==> config.mk <==
export PLATFORM = sky130hd
export DESIGN_NAME = sound_voice_slot_allocator_flat
export DESIGN_NICKNAME = d
export VERILOG_FILES = /design/src/hw/rtl/svsa_pkg.sv /design/src/hw/rtl/svsa_req_if.sv /design/src/hw/rtl/svsa_rsp_if.sv /design/src/hw/rtl/sound_voice_slot_allocator.sv /design/src/hw/rtl/svsa_slot_store.sv /design/src/hw/rtl/svsa_victim_track.sv /design/src/flat_wrapper.sv
export SDC_FILE = /design/constraint.sdc
export NUM_CORES = 2
export LEC_CHECK = 0
export BUFFER_PORTS_ARGS = -buffer_cell sky130_fd_sc_hd__buf_2
export CAP_MARGIN = 5
export CORE_ASPECT_RATIO = 0.9
export CORE_MARGIN = 2
export CORE_UTILIZATION = 38
export DETAILED_ROUTE_END_ITERATION = 10
export HOLD_SLACK_MARGIN = 0.12
export MAX_ROUTING_LAYER = met4
export PLACE_DENSITY_LB_ADDON = 0.25
export SETUP_SLACK_MARGIN = 0.2
export SKIP_CTS_REPAIR_TIMING = 1
export SLEW_MARGIN = 20
export SYNTH_ARGS = -nofsm -noshare
export SYNTH_HDL_FRONTEND = slang
export SYNTH_SLANG_ARGS = --single-unit
==> constraint.sdc <==
create_clock -name clk -period 5.4 [get_ports clk]
set_input_delay 0 -clock clk [delete_from_list [all_inputs] [get_ports clk]]
set_output_delay 0 -clock clk [all_outputs]
set_load 0.03 [all_outputs]
==> src/hw/rtl/svsa_pkg.sv <==
// Shared types and codes for the voice slot allocator.
`default_nettype none
package svsa_pkg;

	// Operation codes of a request word
	localparam logic [1:0] OP_PLAY   = 2'd0;
	localparam logic [1:0] OP_REMOVE = 2'd1;
	localparam logic [1:0] OP_QUERY  = 2'd2;

	// Status codes of a response word
	localparam logic [2:0] ST_FREE     = 3'd0;
	localparam logic [2:0] ST_REPLACED = 3'd1;
	localparam logic [2:0] ST_REMOVED  = 3'd2;
	localparam logic [2:0] ST_TIME     = 3'd3;
	localparam logic [2:0] ST_NOTFOUND = 3'd4;

	// One voice slot as held in the entry RAM
	typedef struct packed {
		logic [7:0]  prio;
		logic [15:0] sound;
		logic [31:0] handle;
		logic [31:0] start;
	} entry_t;

	// Store port controls from the sequencer
	typedef struct packed {
		logic rd_en;
		logic wr_en;
		logic vld_set;
		logic vld_clr;
	} store_ctl_t;

	// Victim tracker controls from the sequencer
	typedef struct packed {
		logic clear;
		logic update;
	} trk_ctl_t;

endpackage
`default_nettype wire

==> src/hw/rtl/svsa_req_if.sv <==
// Request channel: valid/ready with the request word fields.
`default_nettype none
interface svsa_req_if;
	logic        valid;
	logic        ready;
	logic [1:0]  opcode;
	logic [7:0]  priority_req;
	logic [15:0] sound_id;
	logic [31:0] handle_id;
	logic [31:0] now_ms;

	modport source (output valid, opcode, priority_req, sound_id, handle_id, now_ms,
		input ready);
	modport sink (input valid, opcode, priority_req, sound_id, handle_id, now_ms,
		output ready);
endinterface
`default_nettype wire

==> src/hw/rtl/svsa_rsp_if.sv <==
// Response channel: valid/ready with the response word fields.
`default_nettype none
interface svsa_rsp_if;
	logic        valid;
	logic        ready;
	logic [2:0]  status;
	logic [3:0]  slot_index;
	logic [15:0] evicted_sound_id;
	logic [31:0] evicted_handle;
	logic [31:0] elapsed_ms;

	modport source (output valid, status, slot_index, evicted_sound_id, evicted_handle,
		elapsed_ms, input ready);
	modport sink (input valid, status, slot_index, evicted_sound_id, evicted_handle,
		elapsed_ms, output ready);
endinterface
`default_nettype wire

==> src/hw/rtl/sound_voice_slot_allocator.sv <==
// Top level: voice slot allocator with a one-slot-per-cycle scan sequencer.
// Flow: a request scans the slots in order and stops at the first hit; a remove or query
// that misses answers after the last slot; a play that steals fetches the victim first.
// Throughput: one request at a time, set by the sequencer, which takes requests only while idle;
// a new request is taken the cycle after the response word is loaded.
// Reset: arst_n empties the table (valid flops only) and idles the sequencer.
`default_nettype none
module sound_voice_slot_allocator import svsa_pkg::*; #(
	parameter int TABLE_SLOTS = 16
) (
	input  wire logic  clk,
	input  wire logic  arst_n,
	svsa_req_if.sink   req,
	svsa_rsp_if.source rsp
);

	localparam int IW = (TABLE_SLOTS > 1) ? $clog2(TABLE_SLOTS) : 1;
	localparam int CW = $clog2(TABLE_SLOTS + 1);
	localparam int XW = (IW > 4) ? IW : 4;

	// Sequencer states
	localparam logic [2:0] S_IDLE  = 3'd0;
	localparam logic [2:0] S_SCAN  = 3'd1;
	localparam logic [2:0] S_FETCH = 3'd2;
	localparam logic [2:0] S_FWAIT = 3'd3;
	localparam logic [2:0] S_DONE  = 3'd4;

	logic [2:0]    state_q;
	logic [CW-1:0] cnt_q;       // next slot to read
	logic          s1_vld_q;    // read data in flight for slot s1_idx_s1
	logic [IW-1:0] s1_idx_s1;

	// Captured request word
	logic [1:0]    op_q;
	logic [7:0]    prio_q;
	logic [15:0]   snd_q;
	logic [31:0]   handle_q;
	logic [31:0]   now_q;

	// Scan results
	logic          hit_q;
	logic [IW-1:0] idx_q;
	logic [31:0]   elapsed_q;
	logic [15:0]   ev_snd_q;
	logic [31:0]   ev_h_q;

	// Response register
	logic          rsp_vld_q;
	logic [2:0]    rsp_status_q;
	logic [3:0]    rsp_idx_q;
	logic [15:0]   rsp_ev_snd_q;
	logic [31:0]   rsp_ev_h_q;
	logic [31:0]   rsp_elapsed_q;

	logic          accept;
	logic          scan_issue;
	logic          eval;
	logic          ent_hit;
	logic          last;
	logic          load;
	logic          is_play;
	logic [2:0]    status_d;
	logic [XW-1:0] idx_ext;

	store_ctl_t    st_ctl;
	trk_ctl_t      trk_ctl;
	logic [IW-1:0] rd_addr;
	entry_t        rd_data;
	entry_t        wr_data;
	logic          vld_rd;
	logic [IW-1:0] victim;

	assign req.ready = (state_q == S_IDLE);
	assign accept    = req.valid && req.ready;
	assign is_play   = (op_q == OP_PLAY);

	// Issue one RAM read per cycle until every slot has been requested
	assign scan_issue = (state_q == S_SCAN) && (cnt_q < CW'(TABLE_SLOTS));
	assign eval       = (state_q == S_SCAN) && s1_vld_q;
	assign last       = (s1_idx_s1 == IW'(TABLE_SLOTS - 1));

	// Play looks for a free slot; remove and query for a live slot with the handle
	assign ent_hit = is_play ? !vld_rd : (vld_rd && (rd_data.handle == handle_q));

	// Response register takes a word when empty or being drained
	assign load = (state_q == S_DONE) && (!rsp_vld_q || rsp.ready);

	always_comb begin
		status_d = ST_NOTFOUND;
		unique case (op_q)
			OP_PLAY:   status_d = hit_q ? ST_FREE : ST_REPLACED;
			OP_REMOVE: status_d = hit_q ? ST_REMOVED : ST_NOTFOUND;
			OP_QUERY:  status_d = hit_q ? ST_TIME : ST_NOTFOUND;
			default:   status_d = ST_NOTFOUND;
		endcase
	end

	assign idx_ext = XW'(idx_q);

	// Store controls: scan reads, victim fetch, commit on the finishing cycle
	always_comb begin
		st_ctl.rd_en   = scan_issue || (state_q == S_FETCH);
		st_ctl.wr_en   = load && is_play;
		st_ctl.vld_set = load && is_play;
		st_ctl.vld_clr = load && (op_q == OP_REMOVE) && hit_q;
		rd_addr        = (state_q == S_FETCH) ? victim : cnt_q[IW-1:0];
	end

	assign wr_data = '{prio: prio_q, sound: snd_q, handle: handle_q, start: now_q};

	// Tracker sees each occupied slot that a play scan reads before it finds a free one
	always_comb begin
		trk_ctl.clear  = accept;
		trk_ctl.update = eval && is_play && vld_rd;
	end

	svsa_slot_store #(
		.SLOTS (TABLE_SLOTS)
	) u_store (
		.clk      (clk),
		.arst_n   (arst_n),
		.ctl      (st_ctl),
		.rd_addr  (rd_addr),
		.rd_data  (rd_data),
		.wr_addr  (idx_q),
		.wr_data  (wr_data),
		.vld_addr (s1_idx_s1),
		.vld_rd   (vld_rd)
	);

	svsa_victim_track #(
		.SLOTS (TABLE_SLOTS)
	) u_track (
		.clk      (clk),
		.arst_n   (arst_n),
		.ctl      (trk_ctl),
		.idx      (s1_idx_s1),
		.prio_req (prio_q),
		.ent      (rd_data),
		.victim   (victim)
	);

	// Sequencer
	always_ff @(posedge clk or negedge arst_n) begin
		if (!arst_n) begin
			state_q   <= S_IDLE;
			cnt_q     <= '0;
			s1_vld_q  <= 1'b0;
			rsp_vld_q <= 1'b0;
		end else begin
			rsp_vld_q <= load || (rsp_vld_q && !rsp.ready);
			unique case (state_q)
				S_IDLE: begin
					cnt_q    <= '0;
					s1_vld_q <= 1'b0;
					if (accept) begin
						// Unused opcode goes straight to the answer
						if (req.opcode == OP_PLAY || req.opcode == OP_REMOVE ||
							req.opcode == OP_QUERY) begin
							state_q <= S_SCAN;
						end else begin
							state_q <= S_DONE;
						end
					end
				end
				S_SCAN: begin
					s1_vld_q <= scan_issue;
					if (scan_issue) begin
						cnt_q <= cnt_q + CW'(1);
					end
					if (eval && ent_hit) begin
						state_q <= S_DONE;
					end else if (eval && last) begin
						state_q <= is_play ? S_FETCH : S_DONE;
					end
				end
				S_FETCH: state_q <= S_FWAIT;
				S_FWAIT: state_q <= S_DONE;
				S_DONE: begin
					if (load) begin
						state_q <= S_IDLE;
					end
				end
				default: state_q <= S_IDLE;
			endcase
		end
	end

	// Request capture and scan results
	always_ff @(posedge clk) begin
		if (state_q == S_SCAN) begin
			s1_idx_s1 <= cnt_q[IW-1:0];
		end
		if (accept) begin
			op_q      <= req.opcode;
			prio_q    <= req.priority_req;
			snd_q     <= req.sound_id;
			handle_q  <= req.handle_id;
			now_q     <= req.now_ms;
			hit_q     <= 1'b0;
			idx_q     <= '0;
			elapsed_q <= '0;
			ev_snd_q  <= '0;
			ev_h_q    <= '0;
		end
		if (eval && ent_hit) begin
			hit_q     <= 1'b1;
			idx_q     <= s1_idx_s1;
			elapsed_q <= now_q - rd_data.start;
		end
		if (state_q == S_FETCH) begin
			idx_q <= victim;
		end
		if (state_q == S_FWAIT) begin
			ev_snd_q <= rd_data.sound;
			ev_h_q   <= rd_data.handle;
		end
	end

	// Response word: zero every field the status does not use
	always_ff @(posedge clk) begin
		if (load) begin
			rsp_status_q  <= status_d;
			rsp_idx_q     <= (hit_q || is_play) ? idx_ext[3:0] : 4'd0;
			rsp_ev_snd_q  <= (is_play && !hit_q) ? ev_snd_q : 16'd0;
			rsp_ev_h_q    <= (is_play && !hit_q) ? ev_h_q : 32'd0;
			rsp_elapsed_q <= ((op_q == OP_QUERY) && hit_q) ? elapsed_q : 32'd0;
		end
	end

	assign rsp.valid            = rsp_vld_q;
	assign rsp.status           = rsp_status_q;
	assign rsp.slot_index       = rsp_idx_q;
	assign rsp.evicted_sound_id = rsp_ev_snd_q;
	assign rsp.evicted_handle   = rsp_ev_h_q;
	assign rsp.elapsed_ms       = rsp_elapsed_q;

endmodule
`default_nettype wire

==> src/hw/rtl/svsa_slot_store.sv <==
// Slot store: entry RAM with registered read and per-slot valid flops.
`default_nettype none
module svsa_slot_store import svsa_pkg::*; #(
	parameter int SLOTS = 16,
	localparam int IW = (SLOTS > 1) ? $clog2(SLOTS) : 1
) (
	input  wire logic           clk,
	input  wire logic           arst_n,
	input  wire store_ctl_t     ctl,
	input  wire logic [IW-1:0]  rd_addr,
	output      entry_t         rd_data,
	input  wire logic [IW-1:0]  wr_addr,
	input  wire entry_t         wr_data,
	input  wire logic [IW-1:0]  vld_addr,
	output      logic           vld_rd
);

	entry_t            mem_q [SLOTS];
	entry_t            rd_data_q;
	logic [SLOTS-1:0]  vld_q;

	always_ff @(posedge clk) begin
		if (ctl.wr_en) begin
			mem_q[wr_addr] <= wr_data;
		end
		if (ctl.rd_en) begin
			rd_data_q <= mem_q[rd_addr];
		end
	end

	// Valid bits: table starts empty
	always_ff @(posedge clk or negedge arst_n) begin
		if (!arst_n) begin
			vld_q <= '0;
		end else if (ctl.vld_set) begin
			vld_q[wr_addr] <= 1'b1;
		end else if (ctl.vld_clr) begin
			vld_q[wr_addr] <= 1'b0;
		end
	end

	assign rd_data = rd_data_q;
	assign vld_rd  = vld_q[vld_addr];

endmodule
`default_nettype wire

==> src/hw/rtl/svsa_victim_track.sv <==
// Victim tracker: oldest slot of the requested priority and oldest overall.
`default_nettype none
module svsa_victim_track import svsa_pkg::*; #(
	parameter int SLOTS = 16,
	localparam int IW = (SLOTS > 1) ? $clog2(SLOTS) : 1
) (
	input  wire logic          clk,
	input  wire logic          arst_n,
	input  wire trk_ctl_t      ctl,
	input  wire logic [IW-1:0] idx,
	input  wire logic [7:0]    prio_req,
	input  wire entry_t        ent,
	output      logic [IW-1:0] victim
);

	logic          have_p_q;
	logic          have_a_q;
	logic [IW-1:0] best_p_idx_q;
	logic [IW-1:0] best_a_idx_q;
	logic [31:0]   best_p_start_q;
	logic [31:0]   best_a_start_q;
	logic          take_p;
	logic          take_a;

	// Strict less-than keeps the lowest index on a tie
	assign take_p = (ent.prio == prio_req) && (!have_p_q || (ent.start < best_p_start_q));
	assign take_a = !have_a_q || (ent.start < best_a_start_q);

	always_ff @(posedge clk or negedge arst_n) begin
		if (!arst_n) begin
			have_p_q <= 1'b0;
			have_a_q <= 1'b0;
		end else if (ctl.clear) begin
			have_p_q <= 1'b0;
			have_a_q <= 1'b0;
		end else if (ctl.update) begin
			if (take_p) begin
				have_p_q <= 1'b1;
			end
			have_a_q <= 1'b1;
		end
	end

	always_ff @(posedge clk) begin
		if (ctl.update && !ctl.clear) begin
			if (take_p) begin
				best_p_idx_q   <= idx;
				best_p_start_q <= ent.start;
			end
			if (take_a) begin
				best_a_idx_q   <= idx;
				best_a_start_q <= ent.start;
			end
		end
	end

	assign victim = have_p_q ? best_p_idx_q : best_a_idx_q;

endmodule
`default_nettype wire
==> src/flat_wrapper.sv <==
// flat-port wrapper written by rule: the top's interface ports become plain ports
module sound_voice_slot_allocator_flat import svsa_pkg::*;
#(
	parameter int TABLE_SLOTS = 16
)
  (clk, arst_n, req_valid, req_opcode, req_priority_req, req_sound_id, req_handle_id, req_now_ms, req_ready, rsp_valid, rsp_status, rsp_slot_index, rsp_evicted_sound_id, rsp_evicted_handle, rsp_elapsed_ms, rsp_ready);
  svsa_req_if req_i ();
  svsa_rsp_if rsp_i ();
  input  wire logic clk;
  input  wire logic arst_n;
  input wire logic [$bits(req_i.valid)-1:0] req_valid;
  input wire logic [$bits(req_i.opcode)-1:0] req_opcode;
  input wire logic [$bits(req_i.priority_req)-1:0] req_priority_req;
  input wire logic [$bits(req_i.sound_id)-1:0] req_sound_id;
  input wire logic [$bits(req_i.handle_id)-1:0] req_handle_id;
  input wire logic [$bits(req_i.now_ms)-1:0] req_now_ms;
  output wire logic [$bits(req_i.ready)-1:0] req_ready;
  output wire logic [$bits(rsp_i.valid)-1:0] rsp_valid;
  output wire logic [$bits(rsp_i.status)-1:0] rsp_status;
  output wire logic [$bits(rsp_i.slot_index)-1:0] rsp_slot_index;
  output wire logic [$bits(rsp_i.evicted_sound_id)-1:0] rsp_evicted_sound_id;
  output wire logic [$bits(rsp_i.evicted_handle)-1:0] rsp_evicted_handle;
  output wire logic [$bits(rsp_i.elapsed_ms)-1:0] rsp_elapsed_ms;
  input wire logic [$bits(rsp_i.ready)-1:0] rsp_ready;
  assign req_i.valid = req_valid;
  assign req_i.opcode = req_opcode;
  assign req_i.priority_req = req_priority_req;
  assign req_i.sound_id = req_sound_id;
  assign req_i.handle_id = req_handle_id;
  assign req_i.now_ms = req_now_ms;
  assign req_ready = req_i.ready;
  assign rsp_valid = rsp_i.valid;
  assign rsp_status = rsp_i.status;
  assign rsp_slot_index = rsp_i.slot_index;
  assign rsp_evicted_sound_id = rsp_i.evicted_sound_id;
  assign rsp_evicted_handle = rsp_i.evicted_handle;
  assign rsp_elapsed_ms = rsp_i.elapsed_ms;
  assign rsp_i.ready = rsp_ready;
  sound_voice_slot_allocator #(.TABLE_SLOTS(TABLE_SLOTS)) u_core (.clk(clk), .arst_n(arst_n), .req(req_i), .rsp(rsp_i));
endmodule
==> flow_summary.toml <==
[worst_hold_path]
min_from = "rsp_ready"
min-delay-path-class = "primary input to register"

[synthesis]
synth_area_per_cell_um2 = 20.4
yosys.cell_types.count = 60
syn_area_um2 = 72500
dominantRegCellSynth = "edfxtp_1"
synth_edf_count = 1833
seq_cells_post_synth = 1862
yosysSeqAreaShare_pct = 76.9
synth.yosys.warnings = 0
synth.net_count = 3737
ys_top_cells_by_area = "edfxtp_1 76%, mux4_2 11%, ha_1 1.6%"
synth.top_cell.area_share_pct = 75.9
syn_inst = 3548
synth_largest_area_cell = "edfxtp_1"
asyncSetResetFlopFracSynth_pct = 1.50

[floorplan]
coreArea_um2 = 190000
fp-row-count = 152
floorplan.die.height_um = 418
ioPinCount = 183
die_area_um2 = 194000
die-width_um = 464
initial_utilization_pct = 38.1

[timing]
worst-slew-pin-transition_ps = 1030
grt_setup_unrepaired = "false"
tns_ps = 0
final_critical_period_ps = 3860
setup_violations = 0
slew_viol_final = 0
period_share_pct = 71.4
skew_ps = 62.3
timing.final.hold_violations = 0
achievable-frequency_ghz = 0.259
max-slew-margin-rel_pct = 31.3

[setup_path]
worstSetupStartpointType = "register"
worstPathMaxFanout = 32
worstSetupEndpointType = "register"
worst_r2r_startpoint = "u_core.handle_q[24]$_DFFE_PP_"
crit_required_ps = 5820
criticalPathCategory = "register to register"
setup.worst_path.start = "u_core.handle_q[24]$_DFFE_PP_"
worst_ep_arrival_time_ps = 4270

[grt]
first_global_vias = 34500
grt_usage_pct = 18.0
initial_antenna_violation_count = 7
grt_first_pass_wirelength_um = 246000
grt_remaining_overflow = 0
largest_net_degree_at_the_start_of_global_routing = 91

[power_and_ir_drop]
combPwrFrac_pct = 21.7
p_switching_w = 0.0118
total_power_w = 0.0408
clock_group_share_of_total_power_pct = 31.2
vdd_ir_drop_max_mv = 0.317
share_seq_of_total_power_pct = 47.2
leakage_power_total_nw = 28.6
power_report.internal_total_w = 0.0290
power-per-cell-area_nw_per_um2 = 481
switching_share_pct = 28.9

[detailed_routing]
ant_nets = 0
wl_per_cell_um = 25.5
detail_route.first_pass.iterations = 5
drcViolationCount = 0
drt_first_iter_violations = 3058
via_count = 35000
detail_route.vias_per_cell = 5.19
detail_route.wirelength_um = 172000

[final_layout]
syn2layout_area_growth_pct = 17.0
drive_gt1_share_pct = 21.7
finish.utilization_pct = 44.6
final_nets = 4223

[flow_run]
max_cap_violations = 0

[clock_network]
cts-buffers-inserted = 191
cts-root-buf = "clkbuf_16"
clock_sinks = 1862
clk-insertion-delay-late_ps = 830
clock_tree_from_tritoncts = "yes"
ctsLongestPathBuffers = 3
register_clock_pin_slew_on_the_reported_worst_setup_and_hold_paths_ps = 60
htree_levels = 4

[status]
status = "finished, final reports clean"

[placement]
gp_routability_congestion = 0.798
detailedPlacementHpwl_um = 92300
io_buffer_count = 182
## logic make-up after synthesis
logic type	synth area share, %
flops	76.9
mux	12.4
simple gates	3.40
compound gates	3.12
buf+inv	1.73
fa+ha+maj	1.65
xor+xnor	0.833
## layout by cell type (no fill, tap or decap), types with 44 or more instances in the layout
cell | netlist | layout
inv_1 | 108 | 106
clkbuf_1 | 74 | 46
ha_1 | 94 | 94
dlygate4sd3_1 | 0 | 184
mux4_2 | 357 | 357
a211oi_1 | 92 | 92
nor2_1 | 79 | 61
clkbuf_16 | 0 | 193
nor2b_1 | 100 | 100
and2_1 | 135 | 135
buf_2 | 35 | 182
clkinv_1 | 1 | 47
o21ai_0 | 65 | 65
xor2_1 | 44 | 44
mux2i_1 | 93 | 93
edfxtp_1 | 1833 | 1833
a21oi_1 | 142 | 138
## worst paths after layout
check,to,slack (ps),depth (start not counted)
setup / recovery,u_core.elapsed_q[30]$_SDFFCE_PN0P_,1540,9
hold / removal,u_core.rsp.valid$_DFF_PN0_,190,4
setup reg to reg,u_core.elapsed_q[30]$_SDFFCE_PN0P_,1540,9
hold reg to reg,u_core.rsp.elapsed_ms[28]$_SDFFCE_PN0P_,490,1
max in group asynchronous,asynchronous set/reset pin,4800,4
min in group asynchronous,u_core.cnt_q[3]$_DFFE_PN0P_,420,4
## cell usage after synthesis (all sizes together), types with 67 or more instances
cell	count
edfxtp	1833
a211oi	92
mux2i	93
mux4	357
o21ai	67
inv	108
clkbuf	74
ha	94
buf	77
and2	135
nor2	80
a21oi	142
nor2b	100
## power by group through the flow
stage / logic (W) / registers, W / clock network, W
floorplan: 0.00652 / 0.0191 / 0
global placement: 0.00883 / 0.0195 / 0
detailed placement: 0.00885 / 0.0196 / 0
CTS: 0.00888 / 0.0193 / 0.0130
global route: 0.00965 / 0.0194 / 0.0136
finish: 0.00884 / 0.0192 / 0.0127
## final cells by class
type / count / area, um2
antenna: 1 / 2.50
inverter: 109 / 417
clock inverter: 109 / 1040
timing repair buffer: 444 / 3780
sequential: 1862 / 55800
clock buffer: 239 / 5000
multi-input combinational: 1426 / 15700
tap: 2541 / 3180
fill: 16300 / 105000
## flip-flops by register name, indices dropped and copies added (netlist names), 32 cells and up, named ones only
register and cells:
u_core.u_track.best_a_start_q 32, u_core.rsp.elapsed_ms 32, u_core.rsp.evicted_handle 32, u_core.handle_q 32, u_core.now_q 32, u_core.elapsed_q 32, u_core.u_store.rd_data 88, u_core.ev_h_q 32
u_core.u_store.mem_q 1408, u_core.u_track.best_p_start_q 32
## routing by layer
layer | wire length (um) | vias to the layer above | part of all wire [%] | track usage (%)
met5 | 0 | - | 0 | -
met4 | 3420 | 0 | 2.0 | 4.65
met3 | 9330 | 211 | 5.4 | 2.89
met2 | 81900 | 946 | 48 | 27.8
met1 | 77300 | 18500 | 45 | 25.1
li1 | - | 15300 | - | -
## through the flow
stage | setup WS (ps) | cell area, um2 | hold slack, ps | instances
2_1_floorplan | -45.4 | 72500 | -296 | 3548
3_3_place_gp | 1520 | 77000 | 85.4 | 6197
3_5_place_dp | 1510 | 77000 | 77.3 | 6197
4_1_cts | 1440 | 83000 | -819 | 6545
5_1_grt | 1190 | 84900 | 172 | 6730
6_report | 1540 | 84900 | 191 | 6731
## critical path, stage by stage (launching register included)
cell and delay, ps:
edfxtp_1 640, xor2_1 260, nor4_1 730, nand4_1 240, nor4_1 310, nand4_1 290, mux2i_1 300, nand3_1 130
nand2_1 120, buf_4 390
Note: power is estimated with default switching activity, not from simulation.
